==> src/rtl/core/ehc_pkg.sv <==
`timescale 1ns / 1ps

package ehc_pkg;

   localparam int COUNT_W   = 16;
   localparam int PROD_W    = 25;
   localparam int QUOT_W    = 9;
   localparam int CHAN_W    = 8;
   localparam int DIST_W    = 6;
   localparam int SCALE_STAGES = 2;
   localparam int COLOR_STAGES = 2;
   localparam int LATENCY   = SCALE_STAGES + QUOT_W + COLOR_STAGES;

   localparam logic [COUNT_W-1:0] LIMIT_RESET = COUNT_W'(1000);
   localparam logic [QUOT_W-1:0]  HUE_TURN    = QUOT_W'(360);
   localparam logic [CHAN_W-1:0]  CHAN_MAX    = '1;

   // Pipeline control that travels beside each pixel
   typedef struct packed {
      logic valid;
      logic escaped;
      logic frame_end;
   } ehc_tag_type;

   // Which channel is full, which ramps, which is off
   typedef enum logic [2:0] {
      SECT_RED_GRN_UP = 3'd0,
      SECT_GRN_RED_DN = 3'd1,
      SECT_GRN_BLU_UP = 3'd2,
      SECT_BLU_GRN_DN = 3'd3,
      SECT_BLU_RED_UP = 3'd4,
      SECT_RED_BLU_DN = 3'd5
   } ehc_sector_type;

endpackage

==> src/rtl/core/ehc_scale.sv <==
`timescale 1ns / 1ps

module ehc_scale (
   input  logic                              clock,
   input  logic                              reset,
   input  ehc_pkg::ehc_tag_type              in_tag,
   input  logic [ehc_pkg::COUNT_W-1:0]       in_count,
   input  logic [ehc_pkg::COUNT_W-1:0]       limit,
   output ehc_pkg::ehc_tag_type              out_tag,
   output logic [ehc_pkg::PROD_W-1:0]        out_product
);
   import ehc_pkg::*;

   ehc_tag_type               clamp_tag_ff, clamp_tag_in;
   logic [COUNT_W-1:0]        clamp_ff, clamp_in;
   ehc_tag_type               prod_tag_ff, prod_tag_in;
   logic [PROD_W-1:0]         prod_ff, prod_in;
   logic [PROD_W-1:0]         wide;

   always_comb begin
      clamp_tag_in = in_tag;
      clamp_in     = (in_count > limit) ? limit : in_count;
   end

   // count * 360 as shifted adds: 256 + 64 + 32 + 8
   assign wide = PROD_W'(clamp_ff);

   always_comb begin
      prod_tag_in = clamp_tag_ff;
      prod_in     = (wide << 8) + (wide << 6) + (wide << 5) + (wide << 3);
   end

   always_ff @(posedge clock) begin
      if (reset) begin
         clamp_tag_ff <= '0;
         prod_tag_ff  <= '0;
      end else begin
         clamp_tag_ff <= clamp_tag_in;
         prod_tag_ff  <= prod_tag_in;
      end
   end

   always_ff @(posedge clock) begin
      clamp_ff <= clamp_in;
      prod_ff  <= prod_in;
   end

   assign out_tag     = prod_tag_ff;
   assign out_product = prod_ff;

endmodule

==> src/rtl/core/ehc_div_step.sv <==
`timescale 1ns / 1ps

module ehc_div_step (
   input  logic                              clock,
   input  logic                              reset,
   input  ehc_pkg::ehc_tag_type              in_tag,
   input  logic [ehc_pkg::COUNT_W-1:0]       in_part,
   input  logic [ehc_pkg::QUOT_W-1:0]        in_bits,
   input  logic [ehc_pkg::COUNT_W-1:0]       divisor,
   output ehc_pkg::ehc_tag_type              out_tag,
   output logic [ehc_pkg::COUNT_W-1:0]       out_part,
   output logic [ehc_pkg::QUOT_W-1:0]        out_bits
);
   import ehc_pkg::*;

   ehc_tag_type               tag_ff, tag_in;
   logic [COUNT_W-1:0]        part_ff, part_in;
   logic [QUOT_W-1:0]         bits_ff, bits_in;
   logic [COUNT_W:0]          trial;
   logic [COUNT_W:0]          diff;
   logic                      fits;

   // Partial remainder stays below the divisor, so trial fits one extra bit
   always_comb begin
      trial   = {in_part, in_bits[QUOT_W-1]};
      diff    = trial - {1'b0, divisor};
      fits    = (trial >= {1'b0, divisor});
      tag_in  = in_tag;
      part_in = fits ? diff[COUNT_W-1:0] : trial[COUNT_W-1:0];
      // shift out a dividend bit, shift in a quotient bit
      bits_in = {in_bits[QUOT_W-2:0], fits};
   end

   always_ff @(posedge clock) begin
      if (reset) begin
         tag_ff <= '0;
      end else begin
         tag_ff <= tag_in;
      end
   end

   always_ff @(posedge clock) begin
      part_ff <= part_in;
      bits_ff <= bits_in;
   end

   assign out_tag  = tag_ff;
   assign out_part = part_ff;
   assign out_bits = bits_ff;

endmodule

==> src/rtl/core/ehc_color.sv <==
`timescale 1ns / 1ps

module ehc_color (
   input  logic                              clock,
   input  logic                              reset,
   input  ehc_pkg::ehc_tag_type              in_tag,
   input  logic [ehc_pkg::QUOT_W-1:0]        in_quot,
   output logic                              out_strobe,
   output logic [ehc_pkg::CHAN_W-1:0]        out_red,
   output logic [ehc_pkg::CHAN_W-1:0]        out_green,
   output logic [ehc_pkg::CHAN_W-1:0]        out_blue,
   output logic                              out_frame_end
);
   import ehc_pkg::*;

   ehc_tag_type               hue_tag_ff, hue_tag_in;
   ehc_sector_type            sect_ff, sect_in;
   logic [DIST_W-1:0]         dist_ff, dist_in;
   logic                      valid_ff, valid_in;
   logic                      fe_ff, fe_in;
   logic [CHAN_W-1:0]         red_ff, red_in;
   logic [CHAN_W-1:0]         green_ff, green_in;
   logic [CHAN_W-1:0]         blue_ff, blue_in;
   logic [QUOT_W-1:0]         hue;
   logic [QUOT_W-1:0]         resid;
   logic [DIST_W+3:0]         ramp_wide;
   logic [CHAN_W-1:0]         ramp;

   // Stage A: fold hue, find sector and distance to the nearest primary
   always_comb begin
      hue        = (in_quot == HUE_TURN) ? '0 : in_quot;
      hue_tag_in = in_tag;
      if (hue < QUOT_W'(60)) begin
         sect_in = SECT_RED_GRN_UP;
      end else if (hue < QUOT_W'(120)) begin
         sect_in = SECT_GRN_RED_DN;
      end else if (hue < QUOT_W'(180)) begin
         sect_in = SECT_GRN_BLU_UP;
      end else if (hue < QUOT_W'(240)) begin
         sect_in = SECT_BLU_GRN_DN;
      end else if (hue < QUOT_W'(300)) begin
         sect_in = SECT_BLU_RED_UP;
      end else begin
         sect_in = SECT_RED_BLU_DN;
      end
      if (hue >= QUOT_W'(240)) begin
         resid = hue - QUOT_W'(240);
      end else if (hue >= QUOT_W'(120)) begin
         resid = hue - QUOT_W'(120);
      end else begin
         resid = hue;
      end
      if (resid <= QUOT_W'(60)) begin
         dist_in = resid[DIST_W-1:0];
      end else begin
         dist_in = DIST_W'(QUOT_W'(120) - resid);
      end
   end

   // Stage B: ramp = dist * 17 / 4, then route channels
   always_comb begin
      ramp_wide = {dist_ff, 4'b0000} + (DIST_W+4)'(dist_ff);
      ramp      = ramp_wide[DIST_W+3:2];
      valid_in  = hue_tag_ff.valid;
      fe_in     = hue_tag_ff.frame_end;
      red_in    = '0;
      green_in  = '0;
      blue_in   = '0;
      if (hue_tag_ff.escaped) begin
         case (sect_ff)
            SECT_RED_GRN_UP: begin
               red_in   = CHAN_MAX;
               green_in = ramp;
            end
            SECT_GRN_RED_DN: begin
               red_in   = ramp;
               green_in = CHAN_MAX;
            end
            SECT_GRN_BLU_UP: begin
               green_in = CHAN_MAX;
               blue_in  = ramp;
            end
            SECT_BLU_GRN_DN: begin
               green_in = ramp;
               blue_in  = CHAN_MAX;
            end
            SECT_BLU_RED_UP: begin
               red_in  = ramp;
               blue_in = CHAN_MAX;
            end
            default: begin
               red_in  = CHAN_MAX;
               blue_in = ramp;
            end
         endcase
      end
   end

   always_ff @(posedge clock) begin
      if (reset) begin
         hue_tag_ff <= '0;
         valid_ff   <= 1'b0;
      end else begin
         hue_tag_ff <= hue_tag_in;
         valid_ff   <= valid_in;
      end
   end

   always_ff @(posedge clock) begin
      sect_ff  <= sect_in;
      dist_ff  <= dist_in;
      fe_ff    <= fe_in;
      red_ff   <= red_in;
      green_ff <= green_in;
      blue_ff  <= blue_in;
   end

   assign out_strobe    = valid_ff;
   assign out_red       = red_ff;
   assign out_green     = green_ff;
   assign out_blue      = blue_ff;
   assign out_frame_end = fe_ff;

endmodule

==> src/rtl/core/escape_count_hue_colorizer.sv <==
`timescale 1ns / 1ps

// Escape-count hue colorizer: one pixel in, one RGB byte triple out.
// Input: pulse start with req_escape_count, req_escaped and req_frame_end;
// a pixel transfers on every clock where start is high (busy stays low, so
// a new pixel may follow every cycle).
// Output: rsp_strobe is high for one cycle with rsp_red/green/blue and
// rsp_frame_end_out once the pixel has passed clamp and scale by 360
// (registered clamp, then registered product), the restoring divider by the
// iteration limit (one quotient bit per stage), then color mapping.
// Throughput is one pixel per clock; results come out in input order.
// The receiver has no backpressure: it must take each result as it appears.
// Configuration: csr_valid/csr_ready/csr_data write iteration_limit; write
// it only while no pixel is in flight. A limit of zero is stored as one.
// Reset (synchronous, active high) empties the pipeline, drops pixels in
// flight and loads an iteration limit of 1000.

module escape_count_hue_colorizer (
   input  logic                              clock,
   input  logic                              reset,
   input  logic                              start,
   output logic                              busy,
   input  logic [ehc_pkg::COUNT_W-1:0]       req_escape_count,
   input  logic                              req_escaped,
   input  logic                              req_frame_end,
   output logic                              rsp_strobe,
   output logic [ehc_pkg::CHAN_W-1:0]        rsp_red,
   output logic [ehc_pkg::CHAN_W-1:0]        rsp_green,
   output logic [ehc_pkg::CHAN_W-1:0]        rsp_blue,
   output logic                              rsp_frame_end_out,
   input  logic                              csr_valid,
   output logic                              csr_ready,
   input  logic [ehc_pkg::COUNT_W-1:0]       csr_data
);
   import ehc_pkg::*;

   logic [COUNT_W-1:0]        limit_ff, limit_in;
   ehc_tag_type               entry_tag;
   ehc_tag_type               scale_tag;
   logic [PROD_W-1:0]         scale_product;
   ehc_tag_type               step_tag  [0:QUOT_W];
   logic [COUNT_W-1:0]        step_part [0:QUOT_W];
   logic [QUOT_W-1:0]         step_bits [0:QUOT_W];

   assign busy      = 1'b0;
   assign csr_ready = 1'b1;

   always_comb begin
      limit_in = limit_ff;
      if (csr_valid && csr_ready) begin
         limit_in = (csr_data == '0) ? COUNT_W'(1) : csr_data;
      end
   end

   always_ff @(posedge clock) begin
      if (reset) begin
         limit_ff <= LIMIT_RESET;
      end else begin
         limit_ff <= limit_in;
      end
   end

   always_comb begin
      entry_tag.valid     = start && !busy;
      entry_tag.escaped   = req_escaped;
      entry_tag.frame_end = req_frame_end;
   end

   ehc_scale u_scale (
      .clock       (clock),
      .reset       (reset),
      .in_tag      (entry_tag),
      .in_count    (req_escape_count),
      .limit       (limit_ff),
      .out_tag     (scale_tag),
      .out_product (scale_product)
   );

   // Top bits of the product are already below the limit
   assign step_tag[0]  = scale_tag;
   assign step_part[0] = scale_product[PROD_W-1:QUOT_W];
   assign step_bits[0] = scale_product[QUOT_W-1:0];

   for (genvar g = 0; g < QUOT_W; g++) begin : g_div
      ehc_div_step u_step (
         .clock    (clock),
         .reset    (reset),
         .in_tag   (step_tag[g]),
         .in_part  (step_part[g]),
         .in_bits  (step_bits[g]),
         .divisor  (limit_ff),
         .out_tag  (step_tag[g+1]),
         .out_part (step_part[g+1]),
         .out_bits (step_bits[g+1])
      );
   end

   ehc_color u_color (
      .clock         (clock),
      .reset         (reset),
      .in_tag        (step_tag[QUOT_W]),
      .in_quot       (step_bits[QUOT_W]),
      .out_strobe    (rsp_strobe),
      .out_red       (rsp_red),
      .out_green     (rsp_green),
      .out_blue      (rsp_blue),
      .out_frame_end (rsp_frame_end_out)
   );

   a_result_follows: assert property (@(posedge clock) disable iff (reset)
      start |-> ##LATENCY rsp_strobe)
      else $error("pixel taken without a result after pipeline latency");

   a_frame_end_kept: assert property (@(posedge clock) disable iff (reset)
      start |-> ##LATENCY (rsp_frame_end_out == $past(req_frame_end, LATENCY)))
      else $error("end-of-frame marker not carried with its pixel");

   a_inside_black: assert property (@(posedge clock) disable iff (reset)
      (start && !req_escaped) |->
         ##LATENCY (rsp_red == '0 && rsp_green == '0 && rsp_blue == '0))
      else $error("pixel inside the set not black");

   a_saturated: assert property (@(posedge clock) disable iff (reset)
      rsp_strobe |-> ((rsp_red == '0 && rsp_green == '0 && rsp_blue == '0) ||
                      rsp_red == CHAN_MAX || rsp_green == CHAN_MAX ||
                      rsp_blue == CHAN_MAX))
      else $error("escaped pixel without a full channel");

endmodule

==> config.mk <==
export PLATFORM = sky130hd
export DESIGN_NAME = escape_count_hue_colorizer
export DESIGN_NICKNAME = d
export VERILOG_FILES = /design/src/rtl/core/ehc_pkg.sv /design/src/rtl/core/ehc_scale.sv /design/src/rtl/core/ehc_div_step.sv /design/src/rtl/core/ehc_color.sv /design/src/rtl/core/escape_count_hue_colorizer.sv
export SDC_FILE = /design/constraint.sdc
export NUM_CORES = 1
export LEC_CHECK = 0
export BUFFER_PORTS_ARGS = -buffer_cell sky130_fd_sc_hd__buf_2
export CELL_PAD_IN_SITES_DETAIL_PLACEMENT = 2
export CELL_PAD_IN_SITES_GLOBAL_PLACEMENT = 2
export CORE_ASPECT_RATIO = 1.5
export CORE_UTILIZATION = 45
export CTS_BUF_LIST = sky130_fd_sc_hd__clkbuf_4
export CTS_CLUSTER_SIZE = 20
export DETAILED_ROUTE_END_ITERATION = 10
export GPL_TIMING_DRIVEN = 0
export PLACE_DENSITY_LB_ADDON = 0.1
export REMOVE_ABC_BUFFERS = 1
export SYNTH_ARGS = -nofsm -noshare
export SYNTH_HDL_FRONTEND = slang
export SYNTH_SLANG_ARGS = --single-unit
export TNS_END_PERCENT = 5
==> constraint.sdc <==
create_clock -name clock -period 10.3 [get_ports clock]
set_input_delay 2.06 -clock clock [delete_from_list [all_inputs] [get_ports clock]]
set_output_delay 2.06 -clock clock [all_outputs]
set_load 0.005 [all_outputs]
==> results of run 1 <==
where the power goes:
group | switching, mW | internal [mW] | leakage [nW]
clock network | 0.577 | 0.574 | 0.634
logic | 2.62 | 1.83 | 5.42
registers | 0.360 | 1.70 | 2.61
total | 3.56 | 4.10 | 8.66
worst reg2reg max path, delay by kind of cell (launching register included):
kind	cells	cell delay [ns]
buffers and inverters	2	1.01
AO/OA/AOI/OAI	5	1.74
AND/OR/NAND/NOR	2	0.63
flip-flops	1	0.91
adder cells (fa/ha/maj)	1	0.49
final cells by class:
class / instances / area share (%)
sequential: 313 / 32.09
inverter: 106 / 2.038
tap: 495 / 3.172
clock buffer: 116 / 4.460
multi-input combinational: 1411 / 55.56
antenna: 3 / 0.03845
clock inverter: 32 / 0.9676
timing repair buffer: 64 / 1.673
placed cells by master, fill, tap and decap left out, types with 11 or more instances in the layout:
cell type / Yosys / routed
o31ai_1: 18 / 18
o211ai_1: 16 / 16
a21oi_1: 135 / 135
a21o_1: 39 / 39
xnor2_1: 62 / 62
nand2_1: 92 / 92
nand4_1: 38 / 38
clkinv_1: 0 / 20
dfxtp_1: 313 / 313
nand3_1: 21 / 21
inv_1: 105 / 105
fa_1: 36 / 36
a31oi_1: 14 / 13
o21a_1: 52 / 52
o31a_1: 24 / 24
a21boi_0: 14 / 14
nor2b_1: 67 / 67
mux2_1: 15 / 15
nor3_1: 35 / 35
a211oi_1: 29 / 29
clkbuf_4: 0 / 116
xor2_1: 32 / 32
or2_2: 17 / 17
o21ai_0: 65 / 65
mux2i_1: 18 / 18
and2_1: 11 / 11
mux2_2: 42 / 42
or3_1: 19 / 19
ha_1: 190 / 190
buf_2: 4 / 63
o21bai_1: 14 / 14
nand2b_1: 26 / 26
nor2_1: 143 / 143
per-stage QoR:
stage               hold WS (ns)  instances  power, mW  setup slack, ns  area (um2)
global route              0.3153       2540      8.166            5.058       19530
global placement          0.3106       2388      5.964            5.280       18430
CTS                       0.3139       2537      7.666            5.294       19510
detailed placement        0.3136       2389      6.239            5.519       18450
floorplan                 0.3096       1830      5.020            6.332       17490
finish                    0.3126       2540      7.656            5.351       19530
kinds of logic after synthesis:
family	after synthesis	synth area share, %
compound gates	493	18.95
xor+xnor	94	4.648
mux	80	5.065
other cells	2	0.04240
simple gates	516	14.93
fa+ha+maj	226	17.49
flops	313	35.37
buf+inv	154	3.504
layer usage:
| metal | vias up | global-route usage, % | share of wire [%] |
|---|---|---|---|
| met5 | - | 0 | 0 |
| met4 | 0 | 24.07 | 7.6 |
| met3 | 267 | 4.883 | 3.0 |
| met2 | 394 | 64.05 | 55 |
| met1 | 7654 | 30.59 | 34 |
| li1 | 7017 | - | - |
worst paths after layout:
kind	startpoint	end	slack (ns)	cells past startpoint
worst max-delay path	limit_ff[1]	g_div[5].u_step.out_part[13]	5.35	10
worst min-delay path	g_div[1].u_step.out_bits[1]	g_div[2].u_step.out_bits[2]	0.31	0
worst max register to register	limit_ff[1]	g_div[5].u_step.out_part[13]	5.35	10
worst min register to register	g_div[1].u_step.out_bits[1]	g_div[2].u_step.out_bits[2]	0.31	0
state kept, by name, summed over array words and instances, names as in the netlist, 6 cells and up:
name / cells
g_div.u_step.out_part: 128
g_div.u_step.out_bits: 60
g_div.u_step.out_tag: 27
u_scale.out_product: 22
limit_ff: 16
u_scale.clamp_ff: 16
u_color.out_blue: 8
u_color.out_green: 8
u_color.out_red: 8
u_color.dist_ff: 6
==> impl_metrics.tcl, run 1 <==
set metrics [dict create \
    dieWidth_um 164.0 \
    placementRows 88 \
    grt_pass1_wl_mm 100.7 \
    cp_max_fo 22 \
    synth_edf_count 0 \
    cts-resized-gates 0 \
    yosys-top-cells-area "dfxtp_1 (35%), ha_1 (13%), fa_1 (4.1%), a21oi_1 (3.8%), xnor2_1 (3.1%)" \
    endpoint_kind "register" \
    port_buffers 63 \
    route.vias.total 15330 \
    fmax_ghz 0.2021 \
    worst_slew_pin_slew_ns 1.345 \
    syn_to_final_growth_pct 10.23 \
    grt_pass1_vias 17890 \
    synth_area_leader_cell "dfxtp_1" \
    dpl.hpwl_mm 42.21 \
    io_pins 66 \
    die_h_um 245.0 \
    path_class "reg -> reg" \
    regArea_um2 6266 \
    drt_pass1_iterations 4 \
    rsz0062_at_grt "no" \
    yosysWarnings 0 \
    crit_path_top_delay_cell "dfxtp_1" \
    netlist_top_cells_count "dfxtp_1 (313), ha_1 (190), nor2_1 (143), a21oi_1 (135), inv_1 (105)" \
    core-area_um2 38650 \
    cts_max_level 3 \
    hold_violations 0 \
    cp_slowest_stage_delay_ns 0.91 \
    crit_chain "inv_1 > ha_1 > nor2b_1 > o31a_1 > o31ai_1 > a2111o_1 > and2_1 > inv_1 > o211a_1 > a211oi_1" \
    gp_routability_congestion 0.8344 \
    n_fill_cell 4114 \
    antenna_found_initial 2 \
    avgSynthCellArea_um2 9.432 \
    finalCritPeriodShare_pct 48.05 \
    via_per_inst 6.036 \
    cts_sinks 313 \
    drt-total-wl_mm 65.01 \
    cts_tree "done" \
    power.density_nw_per_um2 392.1 \
    cts-root-buf "clkbuf_4" \
    cp_data_arrival_time_ns 5.58 \
    slew_violations 0 \
    maxSlewHeadroom_pct 9.148 \
    die-area_um2 40180 \
    final_nets 2241 \
    setup_viol 0 \
    multi_input_area_um2 10850 \
    ctsHoldBuffers 0 \
    syn-instance-count 1878 \
    grt.total_usage_pct 33.04 \
    wl_per_cell_um 25.59 \
    fin_util_pct 50.52 \
    drcViolationCount 0 \
    grt_max_degree 49 \
    finClkSkew_ns 0.08666 \
    cts_setup_buffers 0 \
    synth_top_area_share_pct 35.37 \
    yosysMostFrequentCell "dfxtp_1" \
    cp-start-kind "register" \
    clock_path_buffers 3 \
    path_clk_slew_ns 0.07 \
    yosysUniqueCellTypes 75 \
    synthesis.area_um2 17710 \
    critPathTopFamily "compound AO/OA/AOI/OAI gates" \
    drt_iter0_drc 462 \
    ys_async_sr_fraction_pct 0 \
    cap_viol_max_count 0 \
    worst-path-buf-inv 2 \
    cp_common_cell "inv_1" \
    grt-ovfl-total 0 \
    drive_gt1_share_pct 13.57 \
    cts_buffers 81 \
    clock_latency_ns 0.83 \
    vdd_ir_drop_max_mv 0.2046 \
    ys.flop_type "dfxtp_1" \
    p_leak_nw 8.660 \
    worst_ep_required_time_ns 10.93 \
    ant_nets 0 \
    initial_core_util_pct 45.83 \
    fin_crit_ns 4.949 \
    ys_seq_area_share_pct 35.37 \
    worstHoldPathType "reg -> reg" \
    tns_ns 0 \
    status "complete, no violations" \
    synth-seq-cells 313 \
]
Note: power is estimated with default switching activity, not from simulation.
==> run 2: changes to the inputs <==
--- a/config.mk
+++ b/config.mk
@@ -9,7 +9,7 @@
 export CELL_PAD_IN_SITES_DETAIL_PLACEMENT = 2
 export CELL_PAD_IN_SITES_GLOBAL_PLACEMENT = 2
 export CORE_ASPECT_RATIO = 1.5
-export CORE_UTILIZATION = 45
+export CORE_UTILIZATION = 38
 export CTS_BUF_LIST = sky130_fd_sc_hd__clkbuf_4
 export CTS_CLUSTER_SIZE = 20
 export DETAILED_ROUTE_END_ITERATION = 10
==> constraint.sdc (replaced) <==
create_clock -name clock -period 4.55 [get_ports clock]
set_input_delay 0.91 -clock clock [delete_from_list [all_inputs] [get_ports clock]]
set_output_delay 0.91 -clock clock [all_outputs]
set_load 0.005 [all_outputs]
==> impl_metrics.tcl, run 2 (synthesis gave the netlist of run 1 again) <==
set metrics [dict create \
    status "complete, no violations" \
    gp_routability_congestion 0.8256 \
    wl_per_cell_um 20.65 \
    endpoint_kind "register" \
    worst_ep_required_time_ns 5.25 \
    largest_reg_flops 128 \
    reg2reg_slack_ns 0.42 \
    grt_use_met3_pct 3.533 \
    cp-start-kind "register" \
    slew_violations 0 \
    fmax_ghz 0.2420 \
    p_leak_nw 8.653 \
    fin_util_pct 42.81 \
    stdcell_area_um2 19640 \
    finalCritPeriodShare_pct 90.82 \
    fin_crit_ns 4.132 \
    port_buffers 63 \
    power.density_nw_per_um2 838.4 \
    cts-root-buf "clkbuf_4" \
    via_per_inst 5.506 \
    cap_viol_max_count 0 \
    antenna_found_initial 1 \
    pwr-share-seq_pct 27.9 \
    path_class "reg -> reg" \
    grt.total_usage_pct 24.02 \
    worstHoldPathType "reg -> reg" \
    clock_path_buffers 3 \
    grt_max_degree 49 \
    initial_core_util_pct 38.60 \
    finClkSkew_ns 0.04561 \
    timing.hold.ws_ns 0.2948 \
    final_nets 2243 \
    drt_iter0_drc 303 \
    hold_violations 0 \
    path_clk_slew_ns 0.07 \
    grt-busiest-layer "met2" \
    route.vias.total 14500 \
    core-area_um2 45880 \
    die-area_um2 47500 \
    drive_gt1_share_pct 13.55 \
    grt_pass1_wl_mm 88.02 \
    dieWidth_um 178.3 \
    clock_latency_ns 0.83 \
    cts_buffers 83 \
    p_switching_mw 7.264 \
    final_common_cell "dfxtp_1" \
    placementRows 96 \
    cp_max_fo 22 \
    grt-ovfl-total 0 \
    crit_chain "inv_1 > ha_1 > nor2b_1 > o31a_1 > o31ai_1 > a2111o_1 > and2_1 > inv_1 > o211a_1 > a211oi_1" \
    placed_area_um2 18570 \
    io_pins 66 \
    power_frac_clock_pct 15.2 \
    cts_tree "done" \
    cts_sinks 313 \
    worst_slew_pin_slew_ns 1.200 \
    final_cell_mix "dfxtp_1 (312), ha_1 (190), nor2_1 (143)" \
    p_comb_share_pct 56.9 \
    ant_nets 0 \
    setup_viol 0 \
    met1_usage_pct 22.75 \
    drt-total-wl_mm 54.37 \
    drcViolationCount 0 \
    p_int_mw 9.206 \
    crit_path_top_delay_cell "dfxtp_2" \
    syn_to_final_growth_pct 10.90 \
    maxSlewHeadroom_pct 18.94 \
    drt_pass1_iterations 4 \
    vdd_ir_drop_max_mv 0.3696 \
    ctsHoldBuffers 0 \
    grt_pass1_vias 16770 \
    cp_data_arrival_time_ns 4.84 \
    dpl.hpwl_mm 41.20 \
    gr-usage-met2_pct 48.48 \
    cp_slowest_stage_delay_ns 0.61 \
    die_h_um 266.4 \
    cp_common_cell "inv_1" \
    p_total_mw 16.47 \
    rsz0062_at_grt "yes" \
    tns_ns 0 \
    p_sw_share_pct 44.10 \
    cts_max_level 3 \
]
[run 2: cell types whose count changed in the layout (fill, tap and decap cells not counted)]
cell        before  now
clkinv_1        20   23
clkinv_4         2    0
clkinvlp_4       0    2
diode_2          3    1
inv_2            4    2
clkinv_2         5    6
dfxtp_1        313  312
dfxtp_2          0    1
[run 2: timing repair]
item,CTS,global route
resized for setup,2,0
setup endpoints to repair,46,2
buffers inserted,0,0
[run 2: per-stage QoR]
step	std cells	setup WS, ns
final	2633	0.4176
after global routing	2633	-0.02273
after CTS	2632	0.2458
after detailed placement	2482	-0.1821
after global placement	2481	-0.7116
after floorplan	1830	0.9244
[run 2: area by class of cell]
class / count / area (um2)
multi-input cells: 1411 / 10850
diodes: 1 / 2.502
inverters: 106 / 397.9
repair buffers: 64 / 326.6
clock inverters: 34 / 195.2
fillers: 5079 / 26240
well taps: 588 / 735.7
clock buffers: 116 / 870.8
flip-flops and latches: 313 / 6267
[run 2: per-layer routing]
layer / part of all wire, % / routed length, um / vias to the layer above
li1: - / - / 6996
met1: 36 / 19590 / 7199
met5: 0 / 0 / -
met2: 57 / 31260 / 190
met4: 4.0 / 2174 / 0
met3: 2.5 / 1345 / 112
[run 2: path summary, 6_finish.rpt]
kind                                    start                           end  cells after the start
setup / recovery                  limit_ff[1]  g_div[1].u_step.out_part[13]                     10
hold / removal    g_div[7].u_step.out_bits[4]   g_div[8].u_step.out_bits[5]                      0
setup reg to reg                  limit_ff[1]  g_div[1].u_step.out_part[13]                     10
hold reg to reg   g_div[7].u_step.out_bits[4]   g_div[8].u_step.out_bits[5]                      0
[run 2: worst max-delay path: cells and delay by family, from the launching register on]
family	cells	cell delay [ns]
AO/OA/AOI/OAI	5	1.48
buffers and inverters	2	0.87
flip-flops	1	0.61
AND/OR/NAND/NOR	2	0.60
adder cells (fa/ha/maj)	1	0.44
[run 2: power by group through the flow]
stage / Sequential (mW) / Combinational (mW) / Clock, mW
6_report: 4.59 / 9.38 / 2.50
5_1_grt: 4.70 / 10.5 / 2.76
2_1_floorplan: 4.30 / 7.07 / 0
4_1_cts: 4.61 / 9.51 / 2.63
3_3_place_gp: 4.63 / 9.00 / 0
3_5_place_dp: 4.66 / 9.42 / 0
==> run 3: changes to the inputs <==
--- a/config.mk
+++ b/config.mk
@@ -5,6 +5,7 @@
 export SDC_FILE = /design/constraint.sdc
 export NUM_CORES = 1
 export LEC_CHECK = 0
+export ABC_CLOCK_PERIOD_IN_PS = 3800
 export BUFFER_PORTS_ARGS = -buffer_cell sky130_fd_sc_hd__buf_2
 export CELL_PAD_IN_SITES_DETAIL_PLACEMENT = 2
 export CELL_PAD_IN_SITES_GLOBAL_PLACEMENT = 2
==> constraint.sdc (replaced) <==
create_clock -name clock -period 3.8 [get_ports clock]
set_input_delay 0.76 -clock clock [delete_from_list [all_inputs] [get_ports clock]]
set_output_delay 0.76 -clock clock [all_outputs]
set_load 0.005 [all_outputs]
==> impl_metrics.tcl, run 3 (synthesis gave the netlist of run 1 again) <==
set metrics [dict create \
    status "complete, no violations" \
    path_depth 9 \
    vdd_ir_drop_max_mv 0.4450 \
    critPathTopFamily "compound AO/OA/AOI/OAI gates" \
    worst-path-buf-inv 1 \
    clock_latency_ns 0.82 \
    slew_violations 0 \
    endpoint_kind "register" \
    cp_max_fo 16 \
    finalCritPeriodShare_pct 96.73 \
    via_per_inst 5.501 \
    fmax_ghz 0.2721 \
    power.density_nw_per_um2 1003 \
    timing.hold.ws_ns 0.1649 \
    p_sw_share_pct 44.16 \
    hold_violations 0 \
    cts_sinks 313 \
    drt_iter0_drc 323 \
    port_buffers 63 \
    r2r_cells 9 \
    path_clk_slew_ns 0.07 \
    finClkSkew_ns 0.04815 \
    grt_max_degree 49 \
    power_frac_clock_pct 15.1 \
    antenna_found_initial 1 \
    path_class "reg -> reg" \
    die_h_um 266.4 \
    worst_slew_pin_slew_ns 1.076 \
    p_leak_nw 8.663 \
    cts-root-buf "clkbuf_4" \
    worstHoldPathType "in -> reg" \
    cap_viol_max_count 0 \
    worst_ep_required_time_ns 4.46 \
    setup_slack_ns 0.1244 \
    cts_tree "done" \
    cts_max_level 3 \
    dieWidth_um 178.3 \
    cts_buffers 83 \
    ant_nets 0 \
    fin_crit_ns 3.676 \
    pwr-share-seq_pct 27.7 \
    initial_core_util_pct 38.60 \
    placementRows 96 \
    cp-start-kind "register" \
    gp_routability_congestion 0.8256 \
    drt-total-wl_mm 54.82 \
    core-area_um2 45880 \
    rsz0062_at_grt "yes" \
    drcViolationCount 0 \
    crit_chain "clkinvlp_4 > ha_1 > a21o_1 > a211o_1 > o21ai_0 > a211oi_1 > o31a_1 > or2_2 > mux2_2" \
    grt_pass1_vias 16800 \
    largest_reg_flops 128 \
    io_pins 66 \
    p_comb_share_pct 57.2 \
    tns_ns 0 \
    drive_gt1_share_pct 15.11 \
    final_cell_mix "dfxtp_1 (310), ha_1 (190), nor2_1 (142)" \
    p_switching_mw 8.767 \
    cp_data_arrival_time_ns 4.33 \
    grt.total_usage_pct 24.11 \
    n_fill_cell 5063 \
    final_common_cell "dfxtp_1" \
    setup_viol 0 \
    wl_per_cell_um 20.76 \
    cp_slowest_stage_delay_ns 0.64 \
    grt_pass1_wl_mm 88.33 \
    min_path_cells 2 \
    route.vias.total 14530 \
    crit_path_top_delay_cell "ha_1" \
    fin_util_pct 43.14 \
    syn_to_final_growth_pct 11.75 \
    die-area_um2 47500 \
    p_int_mw 11.08 \
    maxSlewHeadroom_pct 28.19 \
    dp_slack_ns -0.9321 \
    grt-ovfl-total 0 \
    clock_path_buffers 3 \
    final_nets 2251 \
    drt_pass1_iterations 4 \
    p_total_mw 19.85 \
    dpl.hpwl_mm 41.20 \
]
==> run 3: cell types whose count changed in the layout (fill, tap and decap cells not counted), moves of 3 or more <==
cell        before  now
and2_1          11    7
and2_2           0    4
buf_4            0    5
clkinvlp_4       2   10
inv_1          105   98
or2_1            3    0
==> run 3: metal layers <==
metal,share of wire [%],up-vias,wire length [um],GRT usage [%]
met5,0,-,0,0
met4,4.6,0,2510,12.12
met3,2.3,122,1259,3.561
met2,57,193,31310,48.72
met1,36,7199,19740,22.79
li1,-,7013,-,-
==> run 3: worst paths after layout <==
check        slack [ns]                        start                           to
max                0.12                  limit_ff[9]  g_div[7].u_step.out_part[7]
min                0.16                req_frame_end      u_scale.clamp_tag_ff[0]
max reg2reg        0.12                  limit_ff[9]  g_div[7].u_step.out_part[7]
min reg2reg        0.29  g_div[7].u_step.out_bits[4]  g_div[8].u_step.out_bits[5]
==> run 3: power groups by stage <==
| stage | Clock, mW | Sequential, mW | Combinational [mW] |
|---|---|---|---|
| 2_1_floorplan | 0 | 5.15 | 8.46 |
| 3_3_place_gp | 0 | 5.54 | 10.8 |
| 3_5_place_dp | 0 | 5.58 | 11.3 |
| 4_1_cts | 3.15 | 5.52 | 11.4 |
| 5_1_grt | 3.30 | 5.63 | 12.7 |
| 6_report | 3.00 | 5.50 | 11.4 |
==> run 3: repair_timing <==
action	4_1_cts	5_1_grt
setup buffers	2	4
endpoints found under the hold margin	0	0
hold buffers	0	0
endpoints found under the setup margin	130	40
pin swaps	0	1
resized for setup	19	11
cloned	2	0
==> run 3: through the flow <==
| step | cells | instance area [um2] |
|---|---|---|
| 4_1_cts | 2636 | 19710 |
| 6_report | 2641 | 19800 |
| 3_5_place_dp | 2482 | 18570 |
| 5_1_grt | 2641 | 19800 |
| 3_3_place_gp | 2481 | 18540 |
| 2_1_floorplan | 1830 | 17490 |
==> run 3: area by class of cell <==
type                       instances  area [um2]  share of cell area, %
clock buffer                     116       870.8                  4.399
tap                              588       735.7                  3.717
timing repair buffer              70       384.1                  1.940
antenna                            1       2.502                0.01264
sequential                       313        6272                  31.69
multi-input combinational       1411       10900                  55.05
timing repair inverter             2       12.51                0.06321
inverter                         106       424.2                  2.143
clock inverter                    34       195.2                 0.9860
